[config.mk]
export PLATFORM = sky130hd
export DESIGN_NAME = asfu_frame_decode
export DESIGN_NICKNAME = d
export VERILOG_FILES = /design/src/hdl/asfu_pkg.sv /design/src/hdl/asfu_frame_decode.sv
export SDC_FILE = /design/constraint.sdc
export NUM_CORES = 1
export LEC_CHECK = 0
export BUFFER_PORTS_ARGS = -buffer_cell sky130_fd_sc_hd__buf_2
export CORE_MARGIN = 8
export CORE_UTILIZATION = 46
export DETAILED_ROUTE_END_ITERATION = 8
export GPL_TIMING_DRIVEN = 0
export PLACE_DENSITY = 0.91
export RECOVER_POWER = 100
export SLEW_MARGIN = 20
export SYNTH_ARGS = -nofsm -noshare
export SYNTH_HDL_FRONTEND = slang
export SYNTH_SLANG_ARGS = --single-unit
export TNS_END_PERCENT = 5
[constraint.sdc]
create_clock -name vclk -period 3.45
set_input_delay 0.1725 -clock vclk [all_inputs]
set_output_delay 0.1725 -clock vclk [all_outputs]
set_load 0.005 [all_outputs]
[src/hdl/asfu_pkg.sv]
`default_nettype none
// ----------------------------------------------------------------------------
// asfu_pkg
// Shared widths, types and CRC constants of the angle sensor frame unwrapper.
// ----------------------------------------------------------------------------
package asfu_pkg;

   localparam int BYTE_BITS   = 8;
   localparam int WORD_BITS   = 24;
   localparam int STATUS_BITS = 3;
   localparam int RAW_BITS    = 21;
   localparam int TOTAL_BITS  = 38;

   typedef logic [BYTE_BITS-1:0]   byte_type;
   typedef logic [WORD_BITS-1:0]   word_type;
   typedef logic [STATUS_BITS-1:0] status_type;
   typedef logic [RAW_BITS-1:0]    raw_type;
   typedef logic [TOTAL_BITS-1:0]  total_type;

   typedef enum logic {
      ACTION_SAMPLE = 1'b0,
      ACTION_HOME   = 1'b1
   } action_type;

   // CRC-8, poly 0x07, init 0, MSB first: contribution of each word bit
   // (index 0 = LSB) is x^(i+8) mod P.
   localparam byte_type CRC_COLUMNS [WORD_BITS] = '{
      8'h07, 8'h0E, 8'h1C, 8'h38, 8'h70, 8'hE0, 8'hC7, 8'h89,
      8'h15, 8'h2A, 8'h54, 8'hA8, 8'h57, 8'hAE, 8'h5B, 8'hB6,
      8'h6B, 8'hD6, 8'hAB, 8'h51, 8'hA2, 8'h43, 8'h86, 8'h0B
   };

   typedef struct packed {
      raw_type    frame_angle;
      status_type sensor_status;
      logic       crc_ok;
   } frame_fields_type;

   function automatic byte_type crc8_word(word_type word);
      byte_type crc;
      crc = '0;
      for (int i = 0; i < WORD_BITS; i++) begin
         if (word[i]) begin
            crc = crc ^ CRC_COLUMNS[i];
         end
      end
      return crc;
   endfunction

endpackage
`default_nettype wire

[src/hdl/asfu_frame_decode.sv]
`default_nettype none
// ----------------------------------------------------------------------------
// asfu_frame_decode
// Unpacks angle and status from the three data bytes and checks the CRC-8.
// ----------------------------------------------------------------------------
module asfu_frame_decode
   import asfu_pkg::*;
#(
   parameter int ANGLE_BITS = 21
) (
   input  byte_type         angle_high_byte,
   input  byte_type         angle_mid_byte,
   input  byte_type         angle_low_status_byte,
   input  byte_type         frame_crc,
   output frame_fields_type fields
);

   word_type              word;
   logic [ANGLE_BITS-1:0] angle;

   assign word  = {angle_high_byte, angle_mid_byte, angle_low_status_byte};
   assign angle = ANGLE_BITS'(word[WORD_BITS-1:STATUS_BITS]);

   assign fields.frame_angle   = RAW_BITS'(angle);
   assign fields.sensor_status = word[STATUS_BITS-1:0];
   assign fields.crc_ok        = (crc8_word(word) == frame_crc);

endmodule
`default_nettype wire

==> results.md <==
| Parameter | This run |
| --- | --- |
| Final hold vios | 0 |
| Number of gates resized after CTS | 0 |
| Leakage power | 0.000464 uW |
| Synth Area in Compound Gates | 0.00679 |
| Horizontal extent of the die | 56.0 um |
| Cell Count, Final, Fillers Out | 158 |
| Pin count of the biggest net entering global routing | 4 |
| Simple-gate area share of the yosys netlist | 0.0747 |
| Layout Area Growth over Synthesis | 36.3% |
| Run status | complete, no violations |
| Gp weighted congestion | 0.697 |
| Routed length per instance | 13.2 um |
| Global-route wire length before repair | 3390 um |
| Yosys top cell area share | 0.416 |
| Count of buffers added by post-CTS timing repair for setup | 0 |
| DR DRC count | 0 |
| Met2 wire length | 1170 um |
| Most used cells in the layout excluding fill and tap cells | 35 x xnor2_1, 33 x buf_2, 24 x buf_4, 24 x clkbuf_1, 12 x xor2_1 |
| Adder-Cell Fraction of Synth Area | 0 |
| Number of setup violations in the final report | 0 |
| TNS Setup | 0 ns |
| DR iter-0 viols | 2 |
| Final net count | 176 |
| Sequential cell area | 0 sq um |
| Largest fanout on the critical path | 3 |
| Crit path arrival time | 1.90 ns |
| Kind of end point of the critical path | output pin |
| Placed inst area | 0.00104 sq mm |
| Maximum VDD drop | 0.000129 V |
| Maximum Capacitance Violations | 0 |
| Mux share of post-synthesis cell area | 0 |
| Final Max Slew Viols | 0 |
| DIE HEIGHT | 56.0 um |
| 1st-pass router iterations | 3 |
| Number of hold buffers added after cts | 0 |
| Post-Syn Nets | 117 |
| Total number of vias | 689 |
| Slew of the pin with the lowest slew margin | 0.337 ns |
| Most area-hungry cell type in the Yosys netlist | xnor2_1 |
| GRT Overall Usage | 0.124 |
| Sequential cell area fraction in the yosys report | 0 |
| Via count of the first global-routing pass | 773 |
| Row cnt | 14 |
| Final Cycle Share | 0.600 |
| Placed Cells | 158 |
| Cells after Synth | 85 |
| Num ports | 57 |
| DP HPWL | 1960 um |
| Antenna violations before repair | 0 |
| Power Density | 241 mW/mm^2 |
| Shortest clock period the worst path allows after layout | 2.07 ns |
| Top sig layer | met4 |
| Sequential cells | 0 |
| Detailed-route vias per instance | 4.36 |
| DR WL met3 | 127 um |
| Dominant cells by area after synthesis | xnor2_1 42%, buf_4 24%, xor2_1 13% |
| Largest family of logic cells by synthesized area | XOR/XNOR gates |
| Post-Route Utilization | 0.667 |
| Ratio of cells with drive above 1 in the final layout | 0.423 |
| Critical path class | in -> out |
| Final hold slack | 0.638 ns |
| Kind of start point of the critical path | input port |
| Ys Warns | 0 |
| Leading cell type in the layout, fill and taps excluded | xnor2_1 |
| CLK BUF | 0 |
| Initial core utilization | 0.489 |
| Max Clock Freq | 483 MHz |
| Wire length the detailed router placed on met1 | 714 um |
| Area of the die | 0.00314 sq mm |
| Cell area after layout | 0.00100 sq mm |
| Residual antenna-violating net count after detailed routing | 0 |
| Setup repair after global routing missed its margin | no |
| Worst Path Required | 3.28 ns |
| Drt total wl | 2080 um |
| Area of the core | 0.00151 sq mm |
| Count of distinct cell types in the synthesized netlist | 13 |
| Slew Limit Headroom | 0.774 |
| Worst min path class | in -> out |
| Mean area per synthesized cell | 8.67 sq um |
| Global route total overflow | 0 |
| Diode insertion count for antenna repair | 0 |
| Total of buffers placed on input and output ports | 57 |
| Xor/xnor cell area share of the yosys netlist | 0.674 |
| Post-synthesis instance area | 737 sq um |
## synth_stat cells
library cell  number
xnor2_1           35
nor3_1             3
xnor2_2            2
nand3_1            1
xnor3_1            2
xor2_2             1
xor2_1            11
buf_4             24
nor2_1             1
o21ai_1            1
nor2b_1            1
and3_1             2
nor4_2             1
## final cells by class
type / instances / area (sq um)
Multi-Input combinational cell: 61 / 549
Fill cell: 151 / 502
Timing Repair Buffer: 57 / 255
Buffer: 24 / 180
Tap cell: 16 / 20.0
## cell families after synthesis
kind of cell | count (synthesis)
xor gates and xnor gates | 51
AOI/OAI and AO/OA | 1
buffers and inverters | 24
and+or+nand+nor | 9
## routing by layer
metal | track usage | vias up
met5 | 0 | -
met4 | 0.0344 | 0
met3 | 0.0228 | 4
met2 | 0.257 | 28
met1 | 0.115 | 300
li1 | - | 357
## worst max-delay path, cell delays in order
cell and delay [ns]:
clkbuf_1 0.15, xor2_1 0.27, xnor3_1 0.48, xnor2_2 0.15, nor3_1 0.18, nor2_1 0.10
nor4_2 0.25, buf_2 0.15
## stage by stage
step	setup WS, ns	total power [uW]
3_3_place_gp	1.57	237
6_report	1.38	242
3_5_place_dp	1.51	248
4_1_cts	1.49	249
2_1_floorplan	1.88	182
5_1_grt	1.31	263
## power by group
group          switching (uW)  internal, uW  total [uW]
logic                     113           129         242
registers                   0             0           0
clock network               0             0           0
## path summary, 6_finish.rpt
| kind | from | end | slack (ns) | cells after the start |
|---|---|---|---|---|
| worst max-delay path | angle_low_status_byte[6] | fields[0] | 1.38 | 8 |
| worst min-delay path | angle_high_byte[6] | fields[23] | 0.64 | 3 |
No activity file was read; power rests on OpenSTA's default activity.
