==> src/hdl/asfu_pkg.sv <==
`default_nettype none
// ----------------------------------------------------------------------------
// asfu_pkg
// Shared widths, types and CRC constants of the angle sensor frame unwrapper.
// ----------------------------------------------------------------------------
package asfu_pkg;

   localparam int BYTE_BITS   = 8;
   localparam int WORD_BITS   = 24;
   localparam int STATUS_BITS = 3;
   localparam int RAW_BITS    = 21;
   localparam int TOTAL_BITS  = 38;

   typedef logic [BYTE_BITS-1:0]   byte_type;
   typedef logic [WORD_BITS-1:0]   word_type;
   typedef logic [STATUS_BITS-1:0] status_type;
   typedef logic [RAW_BITS-1:0]    raw_type;
   typedef logic [TOTAL_BITS-1:0]  total_type;

   typedef enum logic {
      ACTION_SAMPLE = 1'b0,
      ACTION_HOME   = 1'b1
   } action_type;

   // CRC-8, poly 0x07, init 0, MSB first: contribution of each word bit
   // (index 0 = LSB) is x^(i+8) mod P.
   localparam byte_type CRC_COLUMNS [WORD_BITS] = '{
      8'h07, 8'h0E, 8'h1C, 8'h38, 8'h70, 8'hE0, 8'hC7, 8'h89,
      8'h15, 8'h2A, 8'h54, 8'hA8, 8'h57, 8'hAE, 8'h5B, 8'hB6,
      8'h6B, 8'hD6, 8'hAB, 8'h51, 8'hA2, 8'h43, 8'h86, 8'h0B
   };

   typedef struct packed {
      raw_type    frame_angle;
      status_type sensor_status;
      logic       crc_ok;
   } frame_fields_type;

   function automatic byte_type crc8_word(word_type word);
      byte_type crc;
      crc = '0;
      for (int i = 0; i < WORD_BITS; i++) begin
         if (word[i]) begin
            crc = crc ^ CRC_COLUMNS[i];
         end
      end
      return crc;
   endfunction

endpackage
`default_nettype wire

==> src/hdl/asfu_unwrap.sv <==
`default_nettype none
// ----------------------------------------------------------------------------
// asfu_unwrap
// Turn counter, last angle and home offset; forms the multi-turn total.
// ----------------------------------------------------------------------------
module asfu_unwrap
   import asfu_pkg::*;
#(
   parameter int ANGLE_BITS = 21,
   parameter int TURN_BITS  = 16
) (
   input  logic             clock,
   input  logic             reset,
   input  logic             update_en,
   input  action_type       action,
   input  frame_fields_type fields,
   output total_type        total_angle
);

   localparam logic signed [ANGLE_BITS:0]  HALF_TURN = (ANGLE_BITS+1)'(1) << (ANGLE_BITS-1);
   localparam logic signed [ANGLE_BITS:0]  NEG_HALF  = -HALF_TURN;
   localparam logic signed [TURN_BITS-1:0] TURN_ONE  = TURN_BITS'(1);
   localparam logic signed [TURN_BITS-1:0] TURN_MAX  = {1'b0, {(TURN_BITS-1){1'b1}}};
   localparam logic signed [TURN_BITS-1:0] TURN_MIN  = {1'b1, {(TURN_BITS-1){1'b0}}};

   logic        [ANGLE_BITS-1:0] last_ff, last_in;
   logic        [ANGLE_BITS-1:0] home_ff, home_in;
   logic signed [TURN_BITS-1:0]  turn_ff, turn_in;

   logic        [ANGLE_BITS-1:0] angle;
   logic signed [ANGLE_BITS:0]   diff;
   total_type                    turn_ext;
   total_type                    turn_scaled;

   assign angle = ANGLE_BITS'(fields.frame_angle);
   assign diff  = signed'({1'b0, angle}) - signed'({1'b0, last_ff});

   always_comb begin
      last_in = last_ff;
      home_in = home_ff;
      turn_in = turn_ff;
      if (fields.crc_ok) begin
         if (action == ACTION_HOME) begin
            turn_in = '0;
            home_in = angle;
         end else begin
            if (diff > HALF_TURN) begin
               if (turn_ff != TURN_MIN) begin
                  turn_in = turn_ff - TURN_ONE;
               end
            end else if (diff < NEG_HALF) begin
               if (turn_ff != TURN_MAX) begin
                  turn_in = turn_ff + TURN_ONE;
               end
            end
            last_in = angle;
         end
      end
   end

   assign turn_ext    = TOTAL_BITS'(turn_in);
   assign turn_scaled = turn_ext << ANGLE_BITS;
   assign total_angle = turn_scaled + TOTAL_BITS'(last_in) - TOTAL_BITS'(home_in);

   always_ff @(posedge clock) begin
      if (reset) begin
         last_ff <= '0;
         home_ff <= '0;
         turn_ff <= '0;
      end else if (update_en) begin
         last_ff <= last_in;
         home_ff <= home_in;
         turn_ff <= turn_in;
      end
   end

   a_crc_fail_holds: assert property (@(posedge clock) disable iff (reset)
      update_en && !fields.crc_ok |=> $stable(last_ff) && $stable(home_ff) && $stable(turn_ff))
      else $error("state changed on a frame with a bad CRC");

   a_home_clears_turns: assert property (@(posedge clock) disable iff (reset)
      update_en && fields.crc_ok && action == ACTION_HOME |=> turn_ff == '0 && $stable(last_ff))
      else $error("home item did not clear the turn counter");

endmodule
`default_nettype wire

==> config.mk <==
export PLATFORM = sky130hd
export DESIGN_NAME = asfu_unwrap
export DESIGN_NICKNAME = d
export VERILOG_FILES = /design/src/hdl/asfu_pkg.sv /design/src/hdl/asfu_unwrap.sv
export SDC_FILE = /design/constraint.sdc
export NUM_CORES = 1
export LEC_CHECK = 0
export BUFFER_PORTS_ARGS = -buffer_cell sky130_fd_sc_hd__clkbuf_2
export CAP_MARGIN = 20
export CORE_ASPECT_RATIO = 1.5
export CORE_MARGIN = 2
export CORE_UTILIZATION = 47
export DETAILED_ROUTE_END_ITERATION = 12
export PLACE_DENSITY_LB_ADDON = 0.25
export SYNTH_ARGS = -nofsm -noshare
export SYNTH_HDL_FRONTEND = slang
export SYNTH_SLANG_ARGS = --single-unit
==> constraint.sdc <==
create_clock -name clock -period 9.9 [get_ports clock]
set_input_delay 0.495 -clock clock [delete_from_list [all_inputs] [get_ports clock]]
set_output_delay 0.495 -clock clock [all_outputs]
set_load 0.03 [all_outputs]
==> results of run 1 <==
[how the worst max path moves through the flow]
stage | from | endpoint | slack (ns) | cells past startpoint
2_1_floorplan | action | total_angle[34] | 4.79 | 19
3_3_place_gp | fields[0] | total_angle[36] | 4.01 | 19
3_5_place_dp | fields[0] | total_angle[36] | 4.01 | 19
4_1_cts | fields[0] | total_angle[36] | 3.99 | 19
5_1_grt | fields[0] | total_angle[36] | 3.61 | 19
6_report | fields[0] | total_angle[36] | 3.87 | 19
[through the flow]
stage                     hold WS (ns)  area [sq um]  std cells  power [mW]  setup slack, ns
final                            0.484          7250       1085        1.20             3.87
after global routing             0.504          7250       1085        1.28             3.61
after CTS                        0.483          7250       1085        1.21             3.99
after detailed placement         0.476          6940       1071       0.866             4.01
after global placement           0.470          6940       1071       0.865             4.01
after floorplan                  0.456          6590        890       0.724             4.79
[worst min-delay path: stages (launching register included)]
cell and delay (ns):
dfxtp_1 0.31, nor2_1 0.08, a211oi_1 0.05
[cell usage after synthesis, types with 8 or more instances]
| library cell | n |
|---|---|
| nand2b_1 | 9 |
| nor4_1 | 10 |
| nand3_1 | 17 |
| or3_1 | 11 |
| nor2_1 | 108 |
| o21ai_1 | 8 |
| inv_1 | 47 |
| mux2i_1 | 51 |
| ha_1 | 44 |
| a211oi_1 | 35 |
| o21ai_0 | 43 |
| o211ai_1 | 8 |
| nor3_1 | 23 |
| clkbuf_1 | 39 |
| nand2_1 | 73 |
| and3_1 | 11 |
| xor2_1 | 11 |
| nand4_1 | 17 |
| dfxtp_1 | 58 |
| buf_2 | 8 |
| nor2b_1 | 10 |
| o21a_1 | 14 |
| a21oi_1 | 52 |
| a21o_1 | 16 |
| xnor2_1 | 25 |
| o31ai_1 | 8 |
| a31oi_1 | 8 |
[layout by cell type, fill, tap and decap left out, drive strengths merged, types with 36 or more instances in the layout]
cell	n
nor2	109
nand2	74
clkbuf	73
dfxtp	58
a21oi	55
mux2i	51
o21ai	51
inv	47
ha	44
a211oi	36
[sequential cells by signal (all words and copies together), names as in the netlist]
signal	flops
home_ff	21
last_ff	21
turn_ff	16
[logic make-up after synthesis]
logic type | Yosys count | synth area share
xor gates and xnor gates | 36 | 0.0479
and+or+nand+nor | 339 | 0.265
muxes | 54 | 0.0826
adders and majority gates | 46 | 0.0897
AOI/OAI and AO/OA | 258 | 0.279
buffers and inverters | 99 | 0.0591
DFF | 58 | 0.176
[per-layer routing]
| metal | vias up | track usage | part of all wire |
|---|---|---|---|
| met5 | - | 0 | 0 |
| met4 | 0 | 0.154 | 0.054 |
| met3 | 60 | 0.0375 | 0.033 |
| met2 | 194 | 0.487 | 0.52 |
| met1 | 3143 | 0.290 | 0.39 |
| li1 | 3342 | - | - |
[area by class of cell]
type	instances	area [sq um]	area share
inverter	47	176	0.0243
sequential	58	1160	0.160
multi-input combinational	733	5040	0.695
timing repair buffer	68	355	0.0490
clock inverter	3	65.1	0.00898
tap	165	206	0.0285
clock buffer	11	243	0.0335
[power groups by stage]
stage                     Clock (mW)  Combinational (mW)  Sequential, mW
final                          0.339               0.605           0.260
after global routing           0.358               0.659           0.262
after CTS                      0.344               0.605           0.259
after detailed placement           0               0.602           0.264
after global placement             0               0.601           0.264
after floorplan                    0               0.467           0.257
==> results by group, run 1 <==
Floorplan
  – Die W: 101 um
  – Die height: 149 um
  – Std cell rows: 53
  – Core area: 0.0139 sq mm
  – Initial Utilization: 0.475
  – # IOs: 67
  – Die area: 0.0150 sq mm

Detailed routing
  – Drt drc: 0
  – DR pass1 iterations: 5
  – Antenna violation net count after detailed routing: 0
  – Total number of vias: 6739
  – Number of DRC markers in iteration 0: 281
  – Routed wire length per instance: 18.0 um
  – Drt total wl: 19500 um
  – Vias/cell: 6.21

GRT
  – Grt ovf: 0
  – First-pass GRT wire length: 31900 um
  – Tot GR Track Use: 0.268
  – Vias in the first global route: 6543
  – Pin count of the biggest net entering global routing: 59
  – Initial antenna violation count: 0

Synthesis
  – Post-synthesis cell count: 890
  – Top cells by area, synth: dfxtp_1, ha_1, mux2i_1, nor2_1, nand2_1
  – Yosys warns: 0
  – Synth async-reset ratio: 0
  – Synth top area share: 0.176
  – Seq/Total Area, Yosys: 0.176
  – Synthesized area per cell: 7.40 sq um
  – Synth Flop Type: dfxtp_1
  – Syn_nets: 965
  – Post-synthesis sequential element count: 58
  – Cell Area, Synth: 0.00659 sq mm
  – Area leader, netlist: dfxtp_1
  – Number of synthesized flops with an enable pin: 0
  – Yosys cell types: 91

Timing
  – Slew @ Worst Pin: 0.902 ns
  – RSZ-0062 raised after global routing: false
  – Fin Setup TNS: 0 ns
  – Final Hold Fails: 0
  – Pins Over Slew Limit: 0
  – Fin crit share: 0.609
  – Endpoints failing setup: 0
  – Clock skew after layout: 0.00635 ns
  – Slew headroom: 0.383
  – FMAX: 166 MHz
  – Tmin final: 6.03 ns

Clocking
  – H-tree levels: 3
  – CTS Buffer Depth: 2
  – Root Driver: clkbuf_16
  – PostCTS Resize Cnt: 0
  – Clock Latency Late Sink: 0.33 ns
  – Hold bufs inserted after CTS: 0
  – CTS tree: yes
  – Total CTS buffers: 9
  – Postcts setup bufs: 0
  – Worst-path clk slew: 0.05 ns
  – TritonCTS sink count: 58

Critical path
  – Critical path, cell by cell: clkbuf_2 > inv_1 > nor2_2 > buf_4 > o21ai_0 > ha_1 > a21o_1 > a21o_1 > a21oi_1 > o21ai_0 > o21ai_0 > a21oi_1 > and2_1 > o21a_1 > o21ai_0 > nand3_4 > nor4bb_4 > xnor2_1 > clkbuf_2
  – R2R setup slack: 5.21 ns
  – Startpoint Class: primary input
  – CP Max Fanout: 36
  – Most frequent CP cell: o21ai_0
  – R2R depth: 14
  – Slowest CP cell: o21ai_0
  – WS Path Type: in2out
  – Arrival time worst endpoint: 5.53 ns
  – CP endpoint kind: primary output
  – Crit-path leading delay family: compound AO/OA/AOI/OAI gates
  – CP max stage delay: 0.57 ns
  – Worst r2r src: last_ff[0]$_SDFFE_PP0P_
  – Crit path buf inv count: 4
  – Reg2reg end: turn_ff[14]$_SDFFE_PP0P_
  – CP required: 9.41 ns

Hold path
  – Hold Crit Class: reg2reg
  – Hold path depth: 2
  – Min-Delay Endpoint: home_ff[12]$_SDFFE_PP0P_
  – Worst Hold Launch: home_ff[12]$_SDFFE_PP0P_

Cells and area
  – # nets final: 992
  – Fraction of layout cells with a size suffix above 1: 0.128
  – # diodes: 0
  – Fin util: 0.523
  – Area grow syn2layout: 10.0%
  – Fillcell total: 1380

Power
  – Power Internal: 0.678 mW
  – Pleak: 3.02 nW
  – Pwr Density: 166 mW/mm^2
  – Clock Power Share: 0.282
  – Seq pwr share: 0.216
  – Switching Fraction: 0.437
  – P_sw: 0.526 mW
  – Worst vdd ir: 0.104 mV
  – Combinational fraction of design power: 0.502

Status
  – Run status: finished clean

Placement
  – Final GP Congestion: 0.999
  – Dpl hpwl: 14900 um
  – IO Port Bufs: 63

Job
  – Number of max-cap violations: 0
(Power assumes the default switching activity.)
==> run 2: changes to the inputs <==
Clock period 9.9 ns to 5.3 ns, I/O delays scaled along.
==> run 2 against run 1 <==
Against the previous run:
- sequential share of layout area down 0.59 points
- utilization up 2.0 points
- sequential power up 86%
- first-iteration DRC count up 5.3%
- die area unchanged
- count of clock-buffer cells in the layout unchanged
- highest routed layer unchanged
==> results by group, run 2 (synthesis gave the netlist of run 1 again) <==
Status
  – Run status: finished clean

Critical path
  – Arrival time worst endpoint: 4.76 ns (-0.77 ns)
  – Startpoint Class: flop
  – Slowest CP cell: a2111oi_4
  – Most frequent CP cell: and3_4
  – CP Max Fanout: 9 (-75%)
  – CP endpoint kind: primary output
  – CP required: 5.04 ns (-4.37 ns)
  – Crit-path leading delay family: simple AND/OR/NAND/NOR gates
  – WS Path Type: reg2out
  – Crit path buf inv count: 3 (-1)
  – CP max stage delay: 0.50 ns (-0.07 ns)
  – Critical path, cell by cell: inv_1 > ha_1 > and4_1 > nand3_1 > a21oi_2 > o31a_1 > a211oi_1 > buf_4 > a2111oi_4 > and3_4 > nor2_2 > a2111oi_2 > and3_4 > nand3_2 > nor2_1 > xnor2_1 > clkbuf_2

Detailed routing
  – Drt total wl: 20400 um (+4.4%)
  – Total number of vias: 6911 (+2.6%)
  – DR pass1 iterations: 6 (+1)
  – Antenna violation net count after detailed routing: 0 (unchanged)
  – Routed wire length per instance: 18.4 um (+2.1%)
  – Vias/cell: 6.23 (+0.24%)
  – Drt drc: 0 (unchanged)
  – Number of DRC markers in iteration 0: 296 (+5.3%)

Cells and area
  – # nets final: 1015 (+2.3%)
  – Fraction of layout cells with a size suffix above 1: 0.171 (+0.0432)
  – Layout Cells excl Fill: 1110 (+2.3%)
  – Largest regs: home_ff: 21 flops, last_ff: 21 flops, turn_ff: 16 flops
  – Fillcell total: 1385 (+0.36%)
  – Area grow syn2layout: 14.2%
  – Commonest non-fill, non-tap cells in the layout: nor2_1, nand2_1, clkbuf_2, dfxtp_1, mux2i_1
  – # diodes: 0 (unchanged)
  – Commonest non-fill, non-tap cell in the layout: nor2_1

Power
  – Switching Fraction: 0.448 (+0.0112)
  – Combinational fraction of design power: 0.520 (+0.018)
  – Pleak: 3.13 nW (+3.6%)
  – Total Power: 2.27 mW (+89%)
  – P_sw: 1.02 mW (+94%)
  – Clock Power Share: 0.267 (-0.015)
  – Power Internal: 1.25 mW (+85%)
  – Pwr Density: 302 mW/mm^2 (+82%)
  – Seq pwr share: 0.213 (-0.003)
  – Worst vdd ir: 0.235 mV (+130%)

Clocking
  – H-tree levels: 3 (unchanged)
  – CTS Buffer Depth: 2 (unchanged)
  – CTS tree: yes
  – Root Driver: clkbuf_16
  – Worst-path clk slew: 0.06 ns (about the same)
  – Clock Latency Late Sink: 0.34 ns (about the same)
  – Hold bufs inserted after CTS: 0 (unchanged)
  – Total CTS buffers: 9 (unchanged)
  – TritonCTS sink count: 58 (unchanged)

GRT
  – Tot GR Track Use: 0.273 (+0.00477)
  – First-pass GRT wire length: 32700 um (+2.5%)
  – Vias in the first global route: 6691 (+2.3%)
  – Initial antenna violation count: 0 (unchanged)
  – Grt ovf: 0 (unchanged)
  – Pin count of the biggest net entering global routing: 59 (unchanged)

Floorplan
  – Die area: 0.0150 sq mm (unchanged)
  – # IOs: 67 (unchanged)
  – Std cell rows: 53 (unchanged)
  – Die W: 101 um (unchanged)
  – Core area: 0.0139 sq mm (unchanged)
  – Die height: 149 um (unchanged)
  – Initial Utilization: 0.475 (unchanged)

Timing
  – Slew headroom: 0.527 (+0.144)
  – Fin crit share: 0.949
  – Final Hold Fails: 0 (unchanged)
  – Tmin final: 5.03 ns
  – FMAX: 199 MHz
  – Pins Over Slew Limit: 0 (unchanged)
  – Slew @ Worst Pin: 0.692 ns (-0.211 ns)
  – Endpoints failing setup: 0 (unchanged)
  – Clock skew after layout: 0.0113 ns (+0.00498 ns)

Job
  – Number of max-cap violations: 0 (unchanged)

Placement
  – Dpl hpwl: 15600 um (+4.5%)
  – Cells after DPL: 1091 (+1.9%)
  – Final GP Congestion: 0.985 (-1.4%)
  – IO Port Bufs: 63 (unchanged)

Hold path
  – Hold Crit Class: in2reg
## run 2: cell types whose count changed in the layout (fill, tap and decap cells not counted), moves of 2 or more
cell      previous run  this run
buf_4                6        29
a21oi_1             52        46
a21oi_2              3         8
clkinv_2             1         3
nor4_1              10         8
nor4_2               0         2
o2111a_1             3         1
o2111a_2             0         2
## run 2: per-layer routing
metal | GRT usage | vias to the layer above | part of all wire
li1 | - | 3389 | -
met1 | 0.284 | 3208 | 0.37
met2 | 0.503 | 233 | 0.52
met3 | 0.0356 | 81 | 0.041
met4 | 0.172 | 0 | 0.069
met5 | 0 | - | 0
## run 2: per-stage QoR
| stage | worst slack (ns) | hold WS [ns] | setup TNS, ns | area [sq um] | util |
|---|---|---|---|---|---|
| floorplan | 0.647 | 0.456 | 0 | 6590 | - |
| global placement | 0.357 | 0.469 | 0 | 7090 | 0.511 |
| detailed placement | 0.311 | 0.476 | 0 | 7090 | 0.511 |
| CTS | 0.0482 | 0.348 | 0 | 7380 | 0.533 |
| global route | -0.0470 | 0.395 | -0.120 | 7520 | 0.543 |
| finish | 0.270 | 0.361 | 0 | 7520 | 0.543 |
## run 2: area by class of cell
type,instances,area (sq um),share of cell area
multi-input cells,733,5150,0.685
well taps,165,206,0.0274
clock buffers,11,243,0.0323
inverters,47,176,0.0235
repair buffers,91,528,0.0702
flip-flops and latches,58,1160,0.154
clock inverters,5,53.8,0.00715
## run 2: final timing paths
kind / depth (start not counted) / startpoint / slack, ns / to
worst max-delay path: 17 / last_ff[6]$_SDFFE_PP0P_ / 0.27 / total_angle[27]
worst min-delay path: 3 / fields[4] / 0.36 / last_ff[0]$_SDFFE_PP0P_
worst max register to register: 16 / last_ff[15]$_SDFFE_PP0P_ / 1.30 / turn_ff[15]$_SDFFE_PP0P_
worst min register to register: 2 / home_ff[2]$_SDFFE_PP0P_ / 0.48 / home_ff[2]$_SDFFE_PP0P_
## run 2: what timing repair did
item,CTS,global route
setup buffers,0,3
setup endpoints to repair,0,12
gates resized for setup,0,24
## run 2: worst min-delay path, stage by stage
cell	delay [ns]
clkbuf_2	0.10
mux2i_1	0.19
a211oi_1	0.10
## run 2: power by group through the flow
stage	Sequential, mW	Clock [mW]	Combinational [mW]
after detailed placement	0.493	0	1.16
after global placement	0.492	0	1.15
final	0.484	0.608	1.18
after floorplan	0.480	0	0.873
after CTS	0.483	0.613	1.16
after global routing	0.488	0.635	1.28
